### src/rtl/core/rddl_pkg.sv
// shared types and constants for the reversible deque drop list unit
// item codes, controller states, result kinds and the control/status structs
// no dependencies
package rddl_pkg;

    localparam int DEPTH_DEF = 64;
    localparam int DATA_W    = 32;
    localparam int FUNC_W    = 2;

    typedef enum logic [FUNC_W-1:0] {
        FN_LOAD    = 2'd0,
        FN_REVERSE = 2'd1,
        FN_DROP    = 2'd2,
        FN_FINISH  = 2'd3
    } func_t;

    typedef enum logic {
        ST_IDLE,
        ST_OUT
    } state_t;

    typedef enum logic [1:0] {
        RK_ELEM,
        RK_ERROR,
        RK_EMPTY
    } kind_t;

    // controller to datapath
    typedef struct packed {
        logic take;   // input beat this cycle
        logic step;   // output beat that is not the last of the run
    } cmd_t;

    // datapath to controller
    typedef struct packed {
        logic finish; // current input item is a finish
        logic last;   // result on the output is the last of the run
    } stat_t;

endpackage

### src/rtl/core/rddl_intf.sv
// valid/ready channel interfaces for the item input and the result output
// depends on rddl_pkg for field widths
interface rddl_item_if;
    logic                                valid;
    logic                                ready;
    logic        [rddl_pkg::FUNC_W-1:0]  func;
    logic signed [rddl_pkg::DATA_W-1:0]  value;

    modport source (output valid, output func, output value, input ready);
    modport sink   (input valid, input func, input value, output ready);
endinterface

interface rddl_result_if;
    logic                                valid;
    logic                                ready;
    logic signed [rddl_pkg::DATA_W-1:0]  item_value;
    logic                                is_error;
    logic                                is_empty;
    logic                                last;

    modport source (output valid, output item_value, output is_error,
                    output is_empty, output last, input ready);
    modport sink   (input valid, input item_value, input is_error,
                    input is_empty, input last, output ready);
endinterface

### src/rtl/core/reversible_deque_drop_list_unit.sv
// reversible deque drop list unit: list buffer with a direction flag
// and a sticky error, streaming its contents on a finish item
// channel "cmd" takes items, channel "res" gives results (both valid/ready)
// depends on rddl_pkg, rddl_intf, rddl_ctrl and rddl_datapath
//
// an item beat carries func (load, reverse, drop, finish) and value
// load, reverse and drop give no result and leave cmd.ready high
// a finish beat moves the list into the stream registers and clears it;
// the first result is on res in the cycle after the finish beat, then one
// result per cycle while res.ready is high
// the run is a single error result if a drop hit an empty list or a load
// hit a full store since the last finish, a single empty result if the
// list holds nothing, else the elements in logical order, last on the final
// cmd.ready is low after a finish beat until the last result beat; a stall
// on res holds the current result and the stream position
// element rate is set by the single read port of the element memory,
// whose registered read data is the result data register
// reset clears pointers, count, flags and the state machine; the memory
// needs no clearing since only written entries are ever read
module reversible_deque_drop_list_unit
#(
    parameter int DEPTH = rddl_pkg::DEPTH_DEF
)
(
    input  logic          clk,
    input  logic          rst_n,
    rddl_item_if.sink     cmd,
    rddl_result_if.source res
);

    rddl_pkg::cmd_t  ctl;
    rddl_pkg::stat_t stat;

    rddl_ctrl u_ctrl
    (
        .clk       (clk),
        .rst_n     (rst_n),
        .in_valid  (cmd.valid),
        .in_ready  (cmd.ready),
        .out_valid (res.valid),
        .out_ready (res.ready),
        .stat      (stat),
        .cmd       (ctl)
    );

    rddl_datapath #(
        .DEPTH (DEPTH)
    ) u_datapath
    (
        .clk        (clk),
        .rst_n      (rst_n),
        .cmd        (ctl),
        .stat       (stat),
        .func       (cmd.func),
        .value      (cmd.value),
        .item_value (res.item_value),
        .is_error   (res.is_error),
        .is_empty   (res.is_empty),
        .last       (res.last)
    );

    // items are never taken while a run is on the output
    assert property (@(posedge clk) disable iff (!rst_n)
        !(res.valid && cmd.ready))
    else $error("item channel open during a result run");

    assert property (@(posedge clk) disable iff (!rst_n)
        cmd.valid && cmd.ready && (cmd.func == rddl_pkg::FN_FINISH) |=> res.valid)
    else $error("finish beat not followed by a result");

    assert property (@(posedge clk) disable iff (!rst_n)
        res.valid && res.ready && res.last |=> cmd.ready && !res.valid)
    else $error("run did not end after its last beat");

    assert property (@(posedge clk) disable iff (!rst_n)
        res.valid && (res.is_error || res.is_empty) |->
            res.last && (res.item_value == '0) && !(res.is_error && res.is_empty))
    else $error("malformed error or empty result");

endmodule

### src/rtl/core/rddl_ctrl.sv
// controller: idle/stream state machine that drives both handshakes
// depends on rddl_pkg
module rddl_ctrl
(
    input  logic            clk,
    input  logic            rst_n,
    input  logic            in_valid,
    output logic            in_ready,
    output logic            out_valid,
    input  logic            out_ready,
    input  rddl_pkg::stat_t stat,
    output rddl_pkg::cmd_t  cmd
);

    rddl_pkg::state_t state_reg;
    rddl_pkg::state_t state_next;

    always_ff @(posedge clk or negedge rst_n)
    begin
        if (!rst_n)
        begin
            state_reg <= rddl_pkg::ST_IDLE;
        end
        else
        begin
            state_reg <= state_next;
        end
    end

    always_comb
    begin
        state_next = state_reg;
        unique case (state_reg)
            rddl_pkg::ST_IDLE:
            begin
                if (in_valid && stat.finish)
                begin
                    state_next = rddl_pkg::ST_OUT;
                end
            end
            rddl_pkg::ST_OUT:
            begin
                if (out_ready && stat.last)
                begin
                    state_next = rddl_pkg::ST_IDLE;
                end
            end
            default:
            begin
                state_next = rddl_pkg::ST_IDLE;
            end
        endcase
    end

    always_comb
    begin
        in_ready  = 1'b0;
        out_valid = 1'b0;
        cmd       = '0;
        unique case (state_reg)
            rddl_pkg::ST_IDLE:
            begin
                in_ready = 1'b1;
                cmd.take = in_valid;
            end
            rddl_pkg::ST_OUT:
            begin
                out_valid = 1'b1;
                cmd.step  = out_ready && !stat.last;
            end
            default:
            begin
                in_ready = 1'b0;
            end
        endcase
    end

endmodule

### src/rtl/core/rddl_datapath.sv
// datapath: element memory, list pointers, flags and the result stream registers
// depends on rddl_pkg; commanded by rddl_ctrl
module rddl_datapath
#(
    parameter int DEPTH = rddl_pkg::DEPTH_DEF
)
(
    input  logic                               clk,
    input  logic                               rst_n,
    input  rddl_pkg::cmd_t                     cmd,
    output rddl_pkg::stat_t                    stat,
    input  logic        [rddl_pkg::FUNC_W-1:0] func,
    input  logic signed [rddl_pkg::DATA_W-1:0] value,
    output logic signed [rddl_pkg::DATA_W-1:0] item_value,
    output logic                               is_error,
    output logic                               is_empty,
    output logic                               last
);

    localparam int PW = $clog2(DEPTH);
    localparam int CW = $clog2(DEPTH + 1);
    localparam logic [PW:0]   DEPTH_W  = (PW + 1)'(DEPTH);
    localparam logic [PW-1:0] PTR_TOP  = PW'(DEPTH - 1);
    localparam logic [CW-1:0] CNT_FULL = CW'(DEPTH);

    // a + b modulo DEPTH, both operands below DEPTH
    function automatic logic [PW-1:0] wrap_add(input logic [PW-1:0] a,
                                               input logic [PW-1:0] b);
        logic [PW:0] s;
        s = {1'b0, a} + {1'b0, b};
        if (s >= DEPTH_W)
        begin
            s = s - DEPTH_W;
        end
        return s[PW-1:0];
    endfunction

    logic [rddl_pkg::DATA_W-1:0] mem [DEPTH];
    logic [rddl_pkg::DATA_W-1:0] rd_data_reg;

    logic [PW-1:0]   front_reg, front_next;
    logic [CW-1:0]   count_reg, count_next;
    logic            rev_reg, rev_next;
    logic            err_reg, err_next;

    // stream state for a finish run
    logic [PW-1:0]   rptr_reg, rptr_next;
    logic [CW-1:0]   rem_reg, rem_next;
    logic            srev_reg, srev_next;
    rddl_pkg::kind_t kind_reg, kind_next;

    logic            wr_en;
    logic [PW-1:0]   wr_addr;
    logic            rd_en;
    logic [PW-1:0]   rd_addr;
    logic [PW-1:0]   step_ptr;
    logic [PW-1:0]   tail_ptr;
    logic            is_load, is_rev, is_drop, is_fin;

    assign is_load = (func == rddl_pkg::FN_LOAD);
    assign is_rev  = (func == rddl_pkg::FN_REVERSE);
    assign is_drop = (func == rddl_pkg::FN_DROP);
    assign is_fin  = (func == rddl_pkg::FN_FINISH);

    assign wr_addr  = wrap_add(front_reg, count_reg[PW-1:0]);
    assign tail_ptr = wrap_add(front_reg, count_reg[PW-1:0] - 1'b1);

    always_comb
    begin
        if (srev_reg)
        begin
            step_ptr = (rptr_reg == '0) ? PTR_TOP : rptr_reg - 1'b1;
        end
        else
        begin
            step_ptr = (rptr_reg == PTR_TOP) ? '0 : rptr_reg + 1'b1;
        end
    end

    always_comb
    begin
        front_next = front_reg;
        count_next = count_reg;
        rev_next   = rev_reg;
        err_next   = err_reg;
        rptr_next  = rptr_reg;
        rem_next   = rem_reg;
        srev_next  = srev_reg;
        kind_next  = kind_reg;
        wr_en      = 1'b0;
        rd_en      = 1'b0;
        rd_addr    = step_ptr;

        if (cmd.take)
        begin
            if (is_load)
            begin
                if (count_reg == CNT_FULL)
                begin
                    err_next = 1'b1;
                end
                else
                begin
                    wr_en      = 1'b1;
                    count_next = count_reg + 1'b1;
                end
            end
            else if (is_rev)
            begin
                rev_next = !rev_reg;
            end
            else if (is_drop)
            begin
                if (count_reg == '0)
                begin
                    err_next = 1'b1;
                end
                else
                begin
                    if (!rev_reg)
                    begin
                        front_next = wrap_add(front_reg, PW'(1));
                    end
                    count_next = count_reg - 1'b1;
                end
            end
            else
            begin
                // finish: snapshot the list into the stream registers, clear it
                rem_next  = count_reg;
                srev_next = rev_reg;
                rptr_next = rev_reg ? tail_ptr : front_reg;
                rd_addr   = rev_reg ? tail_ptr : front_reg;
                if (err_reg)
                begin
                    kind_next = rddl_pkg::RK_ERROR;
                end
                else if (count_reg == '0)
                begin
                    kind_next = rddl_pkg::RK_EMPTY;
                end
                else
                begin
                    kind_next = rddl_pkg::RK_ELEM;
                    rd_en     = 1'b1;
                end
                front_next = '0;
                count_next = '0;
                rev_next   = 1'b0;
                err_next   = 1'b0;
            end
        end
        else if (cmd.step)
        begin
            rptr_next = step_ptr;
            rem_next  = rem_reg - 1'b1;
            rd_en     = 1'b1;
        end
    end

    always_ff @(posedge clk or negedge rst_n)
    begin
        if (!rst_n)
        begin
            front_reg <= '0;
            count_reg <= '0;
            rev_reg   <= 1'b0;
            err_reg   <= 1'b0;
            rptr_reg  <= '0;
            rem_reg   <= '0;
            srev_reg  <= 1'b0;
            kind_reg  <= rddl_pkg::RK_EMPTY;
        end
        else
        begin
            front_reg <= front_next;
            count_reg <= count_next;
            rev_reg   <= rev_next;
            err_reg   <= err_next;
            rptr_reg  <= rptr_next;
            rem_reg   <= rem_next;
            srev_reg  <= srev_next;
            kind_reg  <= kind_next;
        end
    end

    always_ff @(posedge clk)
    begin
        if (wr_en)
        begin
            mem[wr_addr] <= $unsigned(value);
        end
    end

    // registered read port doubles as the output data register
    always_ff @(posedge clk)
    begin
        if (rd_en)
        begin
            rd_data_reg <= mem[rd_addr];
        end
    end

    always_comb
    begin
        item_value = '0;
        is_error   = 1'b0;
        is_empty   = 1'b0;
        last       = 1'b1;
        case (kind_reg)
            rddl_pkg::RK_ELEM:
            begin
                item_value = $signed(rd_data_reg);
                last       = (rem_reg == CW'(1));
            end
            rddl_pkg::RK_ERROR:
            begin
                is_error = 1'b1;
            end
            rddl_pkg::RK_EMPTY:
            begin
                is_empty = 1'b1;
            end
            default:
            begin
                last = 1'b1;
            end
        endcase
    end

    assign stat.finish = is_fin;
    assign stat.last   = last;

endmodule
### src/flat_wrapper.sv
// flat-port wrapper written by rule: the top's interface ports become plain ports
module reversible_deque_drop_list_unit_flat 
#(
    parameter int DEPTH = rddl_pkg::DEPTH_DEF
)
  (clk, rst_n, cmd_valid, cmd_func, cmd_value, cmd_ready, res_valid, res_item_value, res_is_error, res_is_empty, res_last, res_ready);
  rddl_item_if cmd_i ();
  rddl_result_if res_i ();
  input  logic clk;
  input  logic rst_n;
  input wire logic [$bits(cmd_i.valid)-1:0] cmd_valid;
  input wire logic [$bits(cmd_i.func)-1:0] cmd_func;
  input wire logic [$bits(cmd_i.value)-1:0] cmd_value;
  output wire logic [$bits(cmd_i.ready)-1:0] cmd_ready;
  output wire logic [$bits(res_i.valid)-1:0] res_valid;
  output wire logic [$bits(res_i.item_value)-1:0] res_item_value;
  output wire logic [$bits(res_i.is_error)-1:0] res_is_error;
  output wire logic [$bits(res_i.is_empty)-1:0] res_is_empty;
  output wire logic [$bits(res_i.last)-1:0] res_last;
  input wire logic [$bits(res_i.ready)-1:0] res_ready;
  assign cmd_i.valid = cmd_valid;
  assign cmd_i.func = cmd_func;
  assign cmd_i.value = cmd_value;
  assign cmd_ready = cmd_i.ready;
  assign res_valid = res_i.valid;
  assign res_item_value = res_i.item_value;
  assign res_is_error = res_i.is_error;
  assign res_is_empty = res_i.is_empty;
  assign res_last = res_i.last;
  assign res_i.ready = res_ready;
  reversible_deque_drop_list_unit #(.DEPTH(DEPTH)) u_core (.clk(clk), .rst_n(rst_n), .cmd(cmd_i), .res(res_i));
endmodule
### config.mk
export PLATFORM = sky130hd
export DESIGN_NAME = reversible_deque_drop_list_unit_flat
export DESIGN_NICKNAME = d
export VERILOG_FILES = /design/src/rtl/core/rddl_pkg.sv /design/src/rtl/core/rddl_intf.sv /design/src/rtl/core/reversible_deque_drop_list_unit.sv /design/src/rtl/core/rddl_ctrl.sv /design/src/rtl/core/rddl_datapath.sv /design/src/flat_wrapper.sv
export SDC_FILE = /design/constraint.sdc
export NUM_CORES = 2
export LEC_CHECK = 0
export BUFFER_PORTS_ARGS = -buffer_cell sky130_fd_sc_hd__buf_2
export CAP_MARGIN = 30
export CORE_MARGIN = 3
export CORE_UTILIZATION = 57
export DETAILED_ROUTE_END_ITERATION = 6
export GPL_ROUTABILITY_DRIVEN = 0
export MAX_ROUTING_LAYER = met4
export PLACE_DENSITY = 0.79
export SETUP_SLACK_MARGIN = 0.3
export SLEW_MARGIN = 20
export SYNTH_ARGS = -nofsm -noshare
export SYNTH_HDL_FRONTEND = slang
export SYNTH_SLANG_ARGS = --single-unit
### constraint.sdc
create_clock -name clk -period 4.26 [get_ports clk]
set_clock_uncertainty 0.1 [all_clocks]
set_input_delay 0.852 -clock clk [delete_from_list [all_inputs] [get_ports clk]]
set_output_delay 0.852 -clock clk [all_outputs]
set_load 0.01 [all_outputs]
==> metrics list <==
- Status: complete, but fails checks
- The final reports fail on DRC.
* Met1 Resource Use GR: 0.417
- During synthesis, Yosys emitted a total of 0 warnings.
* Proportion of register bits with asynchronous set or reset after synthesis: 0.0152
- The compound-gate portion of the synthesized area came to 0.0656.
- In this run the vertical extent of the chip is 392 um.
- In the final routed layout, each cell accounts on average for 28.8 um.
- Critical path's slowest cell: sky130_fd_sc_hd__fa_1
- Cell Pwr Density: 905 nW/um2
- In the synthesized netlist the dominant register cell turns out to be sky130_fd_sc_hd__edfxtp_1.
* CTS root buf: sky130_fd_sc_hd__clkbuf_16
- In this run, CTS created clock tree buffers numbering 197.
- Met2 track demand over resource: 0.494
- Of the cells placed in the final design, the portion with a size suffix greater than 1 is 0.171.
- Fmax: 237 MHz
- Fraction of power consumed by the clock network: 0.184
- Clock tree from TritonCTS: done
- The setup path with the least slack is of type reg2reg.
- Maximum VDD drop: 0.000629 V
* Number of clock sinks seen by CTS: 2112
- In the finished design, the share of the clock period the worst path needs comes to 0.989.
- Post-layout nets: 6846
- Detailed-placement wirelength estimate: 137000 um
* Slew Limit Headroom: 0.369
* Post-Synth XOR/XNOR Area: 0.00195
- In this run the power spent charging and discharging nets is 38.9 mW.
- Global-route wire length before repair: 363000 um
- For this configuration, the core starts out at a cell density of 0.575.
* EDFF count, synth: 2080
* Pre-antenna DRT Iters: 7
- Hold-critical path depth: 2
- Of the total power, combinational logic draws 0.553.
- Required time of the critical path: 4710 ps
- Unrepaired setup endpoints after global routing: yes
- Total number of placement rows: 141
- The signal on the critical path passes through inv_4 -> ha_2 -> inv_1 -> fa_1 -> and2_1 -> o211ai_4 -> buf_12 -> nand2_8 -> buf_12 -> buf_12 -> nand2_1 -> a21oi_1 -> a311oi_1 -> o22ai_1 -> o21ai_1 -> a32oi_2.
- Internal power summed over all cells: 52.4 mW
- The worst setup path is captured at a flip-flop.
- Switching part of the total: 0.426
- The number of different library cells used by synthesis comes to 70.
* Area of the mapped netlist: 85100 um2
* Reported leakage power: 35.2 nW
* Post-synthesis share of cell area spent on and, or, nand and nor gates: 0.148
- After detailed routing, the number of remaining DRC violations is 9.
* Multiplexer fraction of the synthesized cell area: 0.0122
- Of the total power, registers draw 0.263.
- Across all hold checks on the routed design, the worst slack comes to 180 ps.
- Maximum number of pins on one net before global-route repair: 69
- CTS H-Tree Depth: 4
* Post-layout utilization of the core: 0.682
- Synthesized netlist cell count: 6400
* Post-synthesis to final-layout area growth: 18.5%
* Total of flip-flops plus latches after synthesis: 2112
* Busiest layer in global routing: met2
- The average instance in the mapped netlist occupies 13.3 um2.
* Initial antenna violation count: 15
- Area of the placeable core: 148000 um2
- The clock passes through at most 3 buffers.
- In this run the worst setup path begins at u_core.u_datapath.count_reg[0]$_DFFE_PN0P_.
- Final ANT Viol Nets: 0
- Hold Violations, Final: 0
- Final-report max-slew violation count: 0
- Setup violations remaining at the end of the flow were counted as 0.
- Minimum clock period after layout: 4210 ps
- Clock-pin slew reported for the worst setup and hold paths after clock tree synthesis: 60 ps
* Insertion delay of the later-clocked pin in the worst-skew pair: 830 ps
- Worst slew pin tran: 947 ps
* Arrival time worst endpoint: 4670 ps
- Count of cells along the worst register-to-register path: 16
- After synthesis, the largest family of logic cells by area is simple AND/OR/NAND/NOR gates.
* Max-Cap Viols: 0
- Type of origin of the critical path: flip-flop
- The tightest min-delay check is of the in2reg type.
* Die extent in x: 392 um
- Routed vias: 59600
- The number of nets in the synthesized netlist is 6465.
- The die covers 154000 um2.
* Number of input and output port buffers inserted: 74
- Number of global-route vias before repair: 57400
* Dominant cell type by count on the critical path: sky130_fd_sc_hd__buf_12
* Number of flip-flops under the largest register name: 2048
* Largest stage delay, worst path: 430 ps
- Sequential element share of the synthesized area: 0.743
* Gr usage total: 0.329
- Post-synthesis adder-cell area fraction: 0.00414
- Total grt overflow: 0
- In this run, the number of DRC markers left after iteration 0 of detailed routing was 9337.
- Mean number of vias per cell: 6.71
- Fraction of met3 tracks used by global routing: 0.0794
- Number of top-level design ports: 75
- In this run the most critical hold path is launched from res_ready.
* CP Max Fanout: 54
* Total wirelength of the detailed-routed design: 255000 um
* Worst reg2reg startpoint: u_core.u_datapath.count_reg[0]$_DFFE_PN0P_
==> power groups by stage <==
| stage | Clock [mW] | Sequential, mW | Combinational (mW) |
|---|---|---|---|
| 3_5_place_dp | 0 | 24.4 | 40.5 |
| 6_report | 16.8 | 24.0 | 50.5 |
| 4_1_cts | 16.7 | 24.0 | 45.1 |
| 3_3_place_gp | 0 | 24.4 | 39.3 |
| 2_1_floorplan | 0 | 24.1 | 24.4 |
| 5_1_grt | 17.6 | 24.0 | 52.8 |
==> per-layer routing <==
layer,up-vias,wire length (um)
met5,-,0
met4,0,17000
met3,1000,36600
met2,5128,117000
met1,28700,85200
li1,24700,-
==> final cells by class <==
class	count	area [um2]
sequential	2112	63300
fill	8996	47100
multi-input combinational	3820	21700
timing repair buffer	630	7430
clock buffer	254	5200
tap	1930	2410
clock inverter	98	810
inverter	20	77.6
antenna	11	27.5
==> timing repair <==
item,4_1_cts,5_1_grt
setup buffers,32,45
pin swaps,55,111
hold buffers,1,0
endpoints found under the hold margin,13,0
gates cloned,18,11
endpoints found under the setup margin,32,369
gates resized for setup,141,178
==> cells by family (layout without fill, tap and decap cells) <==
family / after synthesis / in the layout
AOI/OAI and AO/OA: 774 / 774
xor gates and xnor gates: 19 / 19
adders and majority gates: 27 / 27
buffers and inverters: 469 / 1002
DFF: 2112 / 2112
muxes: 103 / 103
other: 0 / 11
and+or+nand+nor: 2896 / 2897
==> critical path, delay by kind of cell (launching register included) <==
family / cells / cell delay (ps)
flops: 1 / 420
simple gates: 3 / 480
fa+ha+maj: 2 / 630
compound gates: 6 / 1570
buf+inv: 5 / 730
==> worst paths after layout <==
check | end | slack (ps)
hold / removal | u_core.u_ctrl.state_reg$_DFF_PN0_ | 180
hold reg to reg | u_core.u_datapath.rem_reg[6]$_DFFE_PN0P_ | 420
max in group asynchronous | u_core.u_datapath.front_reg[0]$_DFFE_PN0P_ | 3020
setup / recovery | u_core.u_datapath.rd_data_reg[27]$_DFFE_PP_ | 50
setup reg to reg | u_core.u_datapath.rd_data_reg[27]$_DFFE_PP_ | 50
min in group asynchronous | u_core.u_datapath.srev_reg$_DFFE_PN0P_ | 540
==> Yosys cell counts, drive strengths merged, types with 25 or more instances <==
library cell / number / area share
and3: 196 / 0.014
and2: 36 / 0.0026
a211oi: 39 / 0.0035
a311oi: 186 / 0.019
nand3: 758 / 0.045
o21ai: 65 / 0.0040
buf: 222 / 0.015
a32oi: 96 / 0.0099
a21oi: 183 / 0.011
clkbuf: 227 / 0.010
o22ai: 64 / 0.0048
o221ai: 32 / 0.0033
dfrtp: 31 / 0.0091
nor2: 111 / 0.0049
nand2: 1745 / 0.077
ha: 25 / 0.0037
a31oi: 42 / 0.0031
a311o: 31 / 0.0036
edfxtp: 2080 / 0.73
mux2i: 97 / 0.011
==> per-stage QoR <==
step	area [um2]	power, mW	instances	setup TNS [ps]	worst slack, ps
global placement	91200	63.7	8383	-3760	-428
CTS	99000	85.8	8796	0	246
finish	101000	91.3	8875	0	45.8
detailed placement	91400	64.9	8393	-4570	-492
global route	101000	94.4	8875	0	25.3
floorplan	85200	48.5	6400	0	309
==> cell usage in the layout (no fill, tap or decap), types with 20 or more instances in the layout <==
cell and count:
sky130_fd_sc_hd__and3_1 187, sky130_fd_sc_hd__edfxtp_1 2080, sky130_fd_sc_hd__clkinv_2 20, sky130_fd_sc_hd__a311oi_1 124
sky130_fd_sc_hd__and2_1 35, sky130_fd_sc_hd__nand3_1 755, sky130_fd_sc_hd__clkbuf_1 54, sky130_fd_sc_hd__nand2_1 1737
sky130_fd_sc_hd__mux2i_1 86, sky130_fd_sc_hd__buf_4 338, sky130_fd_sc_hd__a311o_1 31, sky130_fd_sc_hd__a211oi_1 36
sky130_fd_sc_hd__clkinv_1 53, sky130_fd_sc_hd__a31oi_1 42, sky130_fd_sc_hd__buf_16 23, sky130_fd_sc_hd__a21oi_1 162
sky130_fd_sc_hd__o221ai_2 22, sky130_fd_sc_hd__a32oi_1 83, sky130_fd_sc_hd__o22ai_1 40, sky130_fd_sc_hd__nor2_1 42
sky130_fd_sc_hd__buf_12 139, sky130_fd_sc_hd__buf_2 69, sky130_fd_sc_hd__a311oi_2 61, sky130_fd_sc_hd__o21ai_0 30
sky130_fd_sc_hd__dfrtp_1 31, sky130_fd_sc_hd__buf_6 30, sky130_fd_sc_hd__nor2_4 68, sky130_fd_sc_hd__o22ai_2 24
sky130_fd_sc_hd__clkbuf_16 210
Note: power is estimated with default switching activity, not from simulation.
